==> config.mk <==
export PLATFORM = sky130hd
export DESIGN_NAME = sst_queue
export DESIGN_NICKNAME = d
export VERILOG_FILES = /design/src/rtl/sst_pkg.sv /design/src/rtl/sst_queue.sv
export SDC_FILE = /design/constraint.sdc
export NUM_CORES = 1
export LEC_CHECK = 0
export BUFFER_PORTS_ARGS = -buffer_cell sky130_fd_sc_hd__buf_2
export CAP_MARGIN = 20
export CORE_MARGIN = 2
export CORE_UTILIZATION = 56
export CTS_CLUSTER_DIAMETER = 100
export CTS_CLUSTER_SIZE = 40
export DETAILED_ROUTE_END_ITERATION = 8
export PLACE_DENSITY = 0.85
export SYNTH_ARGS = -nofsm -noshare
export SYNTH_HDL_FRONTEND = slang
export SYNTH_SLANG_ARGS = --single-unit
==> constraint.sdc <==
create_clock -name clk -period 7.4 [get_ports clk]
set_input_delay 1.48 -clock clk [delete_from_list [all_inputs] [get_ports clk]]
set_output_delay 1.48 -clock clk [all_outputs]
set_load 0.02 [all_outputs]
==> src/rtl/sst_pkg.sv <==
// Shared types and constants of the stream statistics table.
package sst_pkg;

  // Operation codes carried by an input beat.
  typedef enum logic [1:0] {
    OP_RECORD = 2'd0,
    OP_DUMP   = 2'd1,
    OP_CLEAR  = 2'd2
  } op_t;

  // Kinds of result beat.
  typedef enum logic [1:0] {
    KIND_STATUS = 2'd0,
    KIND_HEADER = 2'd1,
    KIND_ENTRY  = 2'd2
  } kind_t;

  // Outcome of a record operation.
  typedef enum logic [1:0] {
    STAT_NEW      = 2'd0,
    STAT_KNOWN    = 2'd1,
    STAT_MISMATCH = 2'd2,
    STAT_DROPPED  = 2'd3
  } status_t;

  // Depth of the command queue between the front and back parts.
  localparam int QUEUE_DEPTH = 2;

  // Largest value of the saturating frame count.
  localparam logic [31:0] TALLY_MAX = 32'hFFFF_FFFF;

  // A classified command as it travels through the queue.
  typedef struct packed {
    op_t                op;
    logic signed [31:0] stream_id;
    logic [31:0]        frame_type;
    logic [63:0]        frame_time;
  } cmd_t;

  // Write side of the queue.
  typedef struct packed {
    logic valid;
    cmd_t cmd;
  } q_push_t;

  // Read side of the queue.
  typedef struct packed {
    logic valid;
    cmd_t cmd;
  } q_head_t;

  // One result beat as held in the output register.
  typedef struct packed {
    kind_t              result_kind;
    status_t            status;
    logic [5:0]         stream_count;
    logic signed [31:0] entry_stream_id;
    logic [31:0]        entry_frame_type;
    logic [63:0]        entry_start_time;
    logic [63:0]        entry_end_time;
    logic [31:0]        entry_frame_count;
    logic               last;
  } result_t;

endpackage

==> src/rtl/sst_queue.sv <==
// Short command queue that decouples the front part from the table engine.
module sst_queue (
  input  logic             clk,
  input  logic             rst_n,
  input  sst_pkg::q_push_t q_push,
  output logic             q_full,
  output sst_pkg::q_head_t q_head,
  input  logic             q_pop
);

  localparam int QPW = (sst_pkg::QUEUE_DEPTH > 1) ? $clog2(sst_pkg::QUEUE_DEPTH) : 1;
  localparam int QCW = $clog2(sst_pkg::QUEUE_DEPTH + 1);
  localparam logic [QPW-1:0] LAST_SLOT = QPW'(sst_pkg::QUEUE_DEPTH - 1);
  localparam logic [QCW-1:0] FULL_FILL = QCW'(sst_pkg::QUEUE_DEPTH);

  sst_pkg::cmd_t    slots_r [sst_pkg::QUEUE_DEPTH];
  logic [QPW-1:0]   wr_ptr_r, wr_ptr_nxt;
  logic [QPW-1:0]   rd_ptr_r, rd_ptr_nxt;
  logic [QCW-1:0]   fill_r, fill_nxt;
  logic             do_push, do_pop;

  assign q_full      = (fill_r == FULL_FILL);
  assign q_head.valid = (fill_r != '0);
  assign q_head.cmd   = slots_r[rd_ptr_r];

  assign do_push = q_push.valid && !q_full;
  assign do_pop  = q_pop && q_head.valid;

  // Pointer and fill bookkeeping.
  always_comb begin
    wr_ptr_nxt = wr_ptr_r;
    rd_ptr_nxt = rd_ptr_r;
    fill_nxt   = fill_r;
    if (do_push) begin
      wr_ptr_nxt = (wr_ptr_r == LAST_SLOT) ? '0 : wr_ptr_r + QPW'(1);
    end
    if (do_pop) begin
      rd_ptr_nxt = (rd_ptr_r == LAST_SLOT) ? '0 : rd_ptr_r + QPW'(1);
    end
    case ({do_push, do_pop})
      2'b10:   fill_nxt = fill_r + QCW'(1);
      2'b01:   fill_nxt = fill_r - QCW'(1);
      default: fill_nxt = fill_r;
    endcase
  end

  always_ff @(posedge clk) begin
    if (!rst_n) begin
      wr_ptr_r <= '0;
      rd_ptr_r <= '0;
      fill_r   <= '0;
    end else begin
      wr_ptr_r <= wr_ptr_nxt;
      rd_ptr_r <= rd_ptr_nxt;
      fill_r   <= fill_nxt;
    end
  end

  // Command storage needs no reset.
  always_ff @(posedge clk) begin
    if (do_push) begin
      slots_r[wr_ptr_r] <= q_push.cmd;
    end
  end

endmodule

==> run metrics, run 1 <==
post-synthesis cell area 0.00961 mm2; buffers added on ports 265; Crit. End Element primary output; Layout Nets 832; final setup violation count 0; CP arrival 2.87 ns; final std cells w/o fill 921; worst min path class flop to flop; most frequent cells in the layout buf_2 (265), edfxtp_1 (260), mux2_2 (130); routability cong. 0.835; CTS Hold Bufs 0; Final Skew 0.0214 ns; worst-margin pin slew 0.916 ns; RR Startpoint fill_r[0]; RSZ-0062 raised after global routing false; final period utilization 58.9%; r2r setup slk 4.44 ns; Cell Rows 47; Area contributors post-synth edfxtp_1 (81%), mux2_2 (15%), dfxtp_1 (1.0%); first-pass GRT wire length 25700 um; Residual DRC 0; critical path peak fanout 70; dpl cells 904; root buf cell clkbuf_16; number of max-cap violations 0; H-tree levels 1; Core Area 0.0167 mm2; largest net degree at the start of global routing 82; clk sinks 265; clk_lat worst skew 0.48 ns; final setup margin 3.05 ns; Req. time, crit path 5.92 ns; Final Util 68.7%; vias in the first global route 4952; hold depth 2; routed len/inst 18.9 um; Period minus WS final 4.35 ns; dpl ws 3.43 ns; Avg Vias per Cell 5.20; Post-Syn Instances 430; Syn Nets 565; Yosys top cell by area edfxtp_1; status complete, no violations; Cell variety after synth 19; depth of the most critical reg-to-reg path 5; Die Width 135 um; commonest non-fill, non-tap cell in the layout buf_2; post-route ant nets 0; multi-input logic area 0.00160 mm2; share of cells above drive strength 1 59.7%; Gates resized, CTS repair 0; total wire length 17400 um; area grow syn2layout 19.5%; synthesized area per cell 22.3 um2; Post-CTS Setup Bufs 0; Yosys warnings 0; power density cells 336 mW/mm2; leakage 4.23 nW; Pins Over Slew Limit 0; # fillers 1057; 1st-iter DRT viols 323; register area share after synthesis 82.3%; critical path class flop to primary output; Yosys top cell area share 81.3%; CTS Buf Count 10; FF+latch area 0.00791 mm2; Critical Path End q_head[85]; setup TNS 0 ns; GRT Total Usage 18.1%; Remaining Overflow, GRT 0; reg2reg end slots_r[0][53]; detailed-route via count 4791; CP Launch Type flop; worst-case clock buffer depth 3; first-pass detailed-route iteration total 4; peak supply drop 0.250 mV; max frequency 230 MHz; Top Ports 266; Die H 135 um; Die Area 0.0182 mm2; Fin. Hold Viols 0; initial antenna violation count 1; post-DP HPWL 11800 um; max_slew headroom 38.9%; Starting Density 57.5%; register bit total from synthesis 265; Clock Pin Slew Worst Setup and Hold Paths 0.14 ns; TritonCTS clock tree built; hold wc startpoint wr_ptr_r
sequential cells by signal, summed over array words and instances, names as in the netlist, named ones only:
signal,count
fill_r,2
rd_ptr_r,1
slots_r,260
wr_ptr_r,1
how the worst min path moves through the flow:
stage	slack, ns	to
2_1_floorplan	0.46	wr_ptr_r
3_3_place_gp	0.47	wr_ptr_r
3_5_place_dp	0.49	wr_ptr_r
4_1_cts	0.51	wr_ptr_r
5_1_grt	0.55	wr_ptr_r
6_report	0.51	wr_ptr_r
per-stage QoR:
step,cell area [um2],power (mW),hold WS [ns]
after floorplan,9610,2.86,0.457
after global placement,11100,3.18,0.474
after detailed placement,11100,3.22,0.494
after CTS,11400,3.89,0.512
after global routing,11500,4.02,0.547
final,11500,3.86,0.509
layout make-up:
type	instances	share of cell area [%]
repair buffers	269	12.0
inverters	3	0.120
flip-flops and latches	265	68.9
multi-input cells	148	13.9
clock buffers	13	2.46
clock inverters	2	0.185
diodes	1	0.0218
well taps	220	2.40
power by group:
| group | total [mW] | internal (mW) | switching (mW) |
|---|---|---|---|
| sequential | 1.99 | 1.89 | 0.0954 |
| combinational | 1.19 | 0.482 | 0.707 |
| clock | 0.681 | 0.279 | 0.401 |
layer usage:
layer / vias up / part of all wire, % / track usage (%)
li1: 2229 / - / -
met1: 2353 / 37 / 21.8
met3: 18 / 9.5 / 6.34
met2: 191 / 51 / 32.0
met4: 0 / 1.7 / 3.70
met5: - / 0 / 0
worst max-delay path, stage by stage (launching register included):
cell and delay, ns:
dfxtp_4 0.87, buf_4 0.81, mux2_2 0.43, buf_2 0.16
cell families (layout without fill, tap and decap cells):
family / after synthesis / after routing / synth area share [%]
mux: 130 / 130 / 15.2
flops: 265 / 265 / 82.3
xor+xnor: 3 / 3 / 0.274
simple gates: 9 / 9 / 0.586
buf+inv: 17 / 287 / 1.11
fa+ha+maj: 1 / 1 / 0.130
other cells: 0 / 1 / 0
compound gates: 5 / 5 / 0.339
cell usage after synthesis:
library cell / number
xnor2_1: 3
a21boi_1: 2
o21a_1: 1
and3_1: 1
buf_2: 4
inv_2: 1
nand2b_2: 1
or2_2: 1
nand2_1: 1
and2_1: 1
buf_4: 10
dfxtp_1: 5
or3_1: 2
mux2_2: 130
o21ai_0: 2
inv_1: 2
ha_1: 1
edfxtp_1: 260
nor2b_1: 2
(Power assumes the default switching activity.)
==> run 2: changes to the inputs <==
--- a/config.mk
+++ b/config.mk
@@ -8,11 +8,11 @@
 export BUFFER_PORTS_ARGS = -buffer_cell sky130_fd_sc_hd__buf_2
 export CAP_MARGIN = 20
 export CORE_MARGIN = 2
-export CORE_UTILIZATION = 56
+export CORE_UTILIZATION = 52
 export CTS_CLUSTER_DIAMETER = 100
 export CTS_CLUSTER_SIZE = 40
 export DETAILED_ROUTE_END_ITERATION = 8
-export PLACE_DENSITY = 0.85
+export PLACE_DENSITY = 0.79
 export SYNTH_ARGS = -nofsm -noshare
 export SYNTH_HDL_FRONTEND = slang
 export SYNTH_SLANG_ARGS = --single-unit
==> constraint.sdc (replaced) <==
create_clock -name clk -period 4.2 [get_ports clk]
set_input_delay 0.84 -clock clk [delete_from_list [all_inputs] [get_ports clk]]
set_output_delay 0.84 -clock clk [all_outputs]
set_load 0.02 [all_outputs]
==> run 2 against run 1 <==
Net effect:
- setup slack lost 1.8 ns
- clock power grew 75%
- flip-flop and latch count is the same
- power grew 76%
- utilization shrank 4.9 points
- non-clock buffer count grew 2
- global-route usage shrank 1.1 points
- critical path depth is the same
- hold slack gained 0.0089 ns
- critical endpoint is now q_head[38]
==> run metrics, run 2 (synthesis results as in run 1) <==
status complete, no violations; final setup violation count 0; Biggest register slots_r; TritonCTS clock tree built; Final Skew 0.0157 ns; GRT Total Usage 17.1%; Gates resized, CTS repair 0; critical path's largest stage delay 0.53 ns; Layout Nets 834; largest net degree at the start of global routing 70; fin area 0.0115 mm2; clk_lat worst skew 0.48 ns; switch share 31.1%; Avg Vias per Cell 5.20; slowest CP cell buf_4; number of max-cap violations 0; CTS Buf Count 10; buffers added on ports 265; Top Ports 266; commonest non-fill, non-tap cell in the layout buf_2; post-route ant nets 0; critical path class flop to primary output; H-tree levels 1; clk sinks 265; multi-input logic area 0.00160 mm2; CTS Hold Bufs 0; # fillers 1292; Residual DRC 0; first-pass GRT wire length 26400 um; RSZ-0062 raised after global routing false; max frequency 336 MHz; critical path peak fanout 46; placed cell areas 0.0112 mm2; peak supply drop 0.456 mV; most frequent cells in the layout buf_2 (265), edfxtp_1 (260), mux2_2 (130); first-pass detailed-route iteration total 4; Seq pwr share 50.7%; routed len/inst 18.8 um; Crit path buffers/inverters 2; leakage 4.23 nW; setup TNS 0 ns; vias in the first global route 5066; detailed-route via count 4832; Int Pwr 4.68 mW; Post-CTS Setup Bufs 0; root buf cell clkbuf_16; CP Launch Type flop; Clock Pin Slew Worst Setup and Hold Paths 0.12 ns; Psw 2.11 mW; Core Area 0.0180 mm2; Pins Over Slew Limit 0; FF+latch area 0.00791 mm2; Crit. End Element primary output; area grow syn2layout 19.8%; worst-margin pin slew 0.908 ns; worst min path class flop to flop; initial antenna violation count 2; post-DP HPWL 12000 um; Clock power frac 17.5%; share of cells above drive strength 1 59.9%; Die H 140 um; Die Area 0.0196 mm2; Die Width 140 um; Req. time, crit path 3.36 ns; Gate power share 31.8%; Period minus WS final 2.97 ns; final period utilization 70.8%; Cell Rows 49; power density cells 591 mW/mm2; Fin. Hold Viols 0; max_slew headroom 39.5%; Crit path max-delay family buffers and inverters; largest registers slots_r x260, fill_r x2; worst-case clock buffer depth 3; total wire length 17500 um; Remaining Overflow, GRT 0; Starting Density 53.3%; Cell Chain, Critical Path buf_4, mux2_2, buf_2; CP arrival 2.13 ns; max reg flops 260; 1st-iter DRT viols 243; routability cong. 0.756
## run 2: final timing paths
| path | from | end | slack, ns | cells after the start |
|---|---|---|---|---|
| worst max register to register | fill_r[0] | slots_r[0][37] | 1.94 | 5 |
| worst min-delay path | wr_ptr_r | wr_ptr_r | 0.52 | 2 |
| worst min register to register | wr_ptr_r | wr_ptr_r | 0.52 | 2 |
| worst max-delay path | flop | q_head[38] | 1.23 | 3 |
## run 2: through the flow
step	utilization (%)	power (mW)	std cells	worst slack (ns)	hold slack, ns
2_1_floorplan	-	5.02	430	0.858	0.457
3_3_place_gp	62.2	5.62	916	1.64	0.481
3_5_place_dp	62.2	5.69	916	1.59	0.495
4_1_cts	63.8	6.88	929	1.18	0.515
5_1_grt	63.8	7.09	929	1.11	0.505
6_report	63.8	6.80	930	1.23	0.518
## run 2: area by class of cell
type	instances	share of cell area (%)
inverter	3	0.131
antenna	1	0.0218
sequential	265	68.8
clock buffer	12	2.43
tap	229	2.49
multi-input combinational	148	13.9
timing repair buffer	271	12.1
clock inverter	1	0.141
## run 2: layer usage
metal	vias up	wire length, um	GRT usage [%]
met5	-	0	0
met4	0	357	3.95
met3	25	1510	5.03
met2	197	9010	30.6
met1	2383	6600	20.5
li1	2227	-	-
## run 2: power groups by stage
stage	registers [mW]	clock network (mW)	logic (mW)
2_1_floorplan	3.47	0	1.55
5_1_grt	3.48	1.31	2.30
3_5_place_dp	3.51	0	2.18
4_1_cts	3.45	1.23	2.19
6_report	3.44	1.19	2.16
3_3_place_gp	3.48	0	2.14
## run 2: worst reg2reg max path: stages (launching register included)
cell,delay [ns]
dfxtp_1,0.45
nand2b_2,0.19
inv_2,0.05
or3_1,0.36
clkinvlp_4,0.10
buf_4,0.68
==> run 3: changes to the inputs <==
--- a/config.mk
+++ b/config.mk
@@ -8,11 +8,11 @@
 export BUFFER_PORTS_ARGS = -buffer_cell sky130_fd_sc_hd__buf_2
 export CAP_MARGIN = 20
 export CORE_MARGIN = 2
-export CORE_UTILIZATION = 52
+export CORE_UTILIZATION = 47
 export CTS_CLUSTER_DIAMETER = 100
 export CTS_CLUSTER_SIZE = 40
 export DETAILED_ROUTE_END_ITERATION = 8
-export PLACE_DENSITY = 0.79
+export PLACE_DENSITY = 0.76
 export SYNTH_ARGS = -nofsm -noshare
 export SYNTH_HDL_FRONTEND = slang
 export SYNTH_SLANG_ARGS = --single-unit
==> constraint.sdc (replaced) <==
create_clock -name clk -period 2.5 [get_ports clk]
set_input_delay 0.5 -clock clk [delete_from_list [all_inputs] [get_ports clk]]
set_output_delay 0.5 -clock clk [all_outputs]
set_load 0.02 [all_outputs]
==> run 3 against run 2 <==
Net effect:
- wire length rose by 0.29%
- flip-flop and latch count is the same
- die area grew 10%
- largest power group unchanged
- critical path type unchanged
==> run metrics, run 3 (synthesis results as in run 1) <==
hold_ws 0.188 ns; number of max-cap violations 0; Req. time, crit path 2.00 ns; leakage 4.27 nW; Top Ports 266; Crit path buffers/inverters 2; clk_lat worst skew 0.48 ns; GRT Total Usage 15.4%; Fin. Hold Viols 0; Period minus WS final 2.34 ns; H-tree levels 1; first-pass GRT wire length 26400 um; final setup margin 0.162 ns; clk sinks 265; area grow syn2layout 21.3%; root buf cell clkbuf_16; Final Skew 0.0207 ns; Residual DRC 0; Gates resized, CTS repair 0; Crit path max-delay family buffers and inverters; Cell Rows 52; Avg Vias per Cell 4.92; worst-case clock buffer depth 3; r2r setup slk 0.73 ns; Int Pwr 7.93 mW; CP Launch Type flop; CTS Hold Bufs 0; TritonCTS clock tree built; Clock power frac 17.6%; Psw 3.58 mW; first-pass detailed-route iteration total 4; power density cells 988 mW/mm2; share of cells above drive strength 1 60.3%; Seq pwr share 50.0%; max frequency 428 MHz; peak supply drop 0.768 mV; switch share 31.1%; RSZ-0062 raised after global routing false; status complete, no violations; most frequent cells in the layout buf_2 (265), edfxtp_1 (260), mux2_2 (130); hold depth 1; Biggest register slots_r; max_slew headroom 63.5%; commonest non-fill, non-tap cell in the layout buf_2; worst min path class input pin to flop; Starting Density 47.6%; Cell Chain, Critical Path buf_12, mux2_2, buf_2; Die Width 147 um; 1st-iter DRT viols 191; Gate power share 32.5%; final total power 11.5 mW; Pins Over Slew Limit 0; total wire length 17500 um; post-route ant nets 0; Die Area 0.0216 mm2; post-DP HPWL 12100 um; routability cong. 0.762; critical path class flop to primary output; Post-CTS Setup Bufs 0; initial antenna violation count 1; Final Util 57.8%; critical path peak fanout 76; Worst path depth 3; critical path's largest stage delay 0.40 ns; max reg flops 260; CTS Buf Count 10; final period utilization 93.5%; Clock Pin Slew Worst Setup and Hold Paths 0.14 ns; worst-margin pin slew 0.547 ns; largest registers slots_r x260, fill_r x2; Layout Nets 838; depth of the most critical reg-to-reg path 5; Remaining Overflow, GRT 0; routed len/inst 17.9 um; slowest CP cell dfxtp_4; Die H 147 um; CP arrival 1.84 ns; Crit. End Element primary output; largest net degree at the start of global routing 77; final setup violation count 0; Core Area 0.0202 mm2; detailed-route via count 4803; dpl ws 0.622 ns; buffers added on ports 265; vias in the first global route 5188
## run 3: cell type report
cell class                 instances  area [um2]
sequential                       265        7910
timing repair buffer             275        1480
fill                            1528        8510
clock inverter                     2        18.8
tap                              270         338
clock buffer                      13         283
inverter                           3        17.5
antenna                            1        2.50
multi-input combinational        148        1610
## run 3: power groups by stage
stage / Sequential (mW) / Combinational, mW / Clock (mW)
after floorplan: 5.84 / 2.61 / 0
after detailed placement: 5.86 / 3.77 / 0
after global placement: 5.81 / 3.72 / 0
after CTS: 5.76 / 3.79 / 2.08
after global routing: 5.80 / 3.98 / 2.22
final: 5.75 / 3.74 / 2.02
## run 3: metrics by stage
step,setup TNS [ns],area [um2],cells
floorplan,-72.59,9620,430
global placement,0,11400,961
detailed placement,0,11400,961
CTS,0,11700,976
global route,0,11700,977
finish,0,11700,977
## run 3: worst paths after layout
path         startpoint        endpoint
min reg2reg    wr_ptr_r        wr_ptr_r
min          q_push[96]  slots_r[1][96]
max                flop      q_head[89]
max reg2reg   fill_r[0]  slots_r[0][63]
## run 3: per-layer routing
metal,vias up,wire (um),global-route usage (%)
li1,2241,-,-
met1,2355,6830,17.4
met2,182,8980,28.0
met3,25,1280,4.81
met4,0,430,5.10
met5,-,0,0
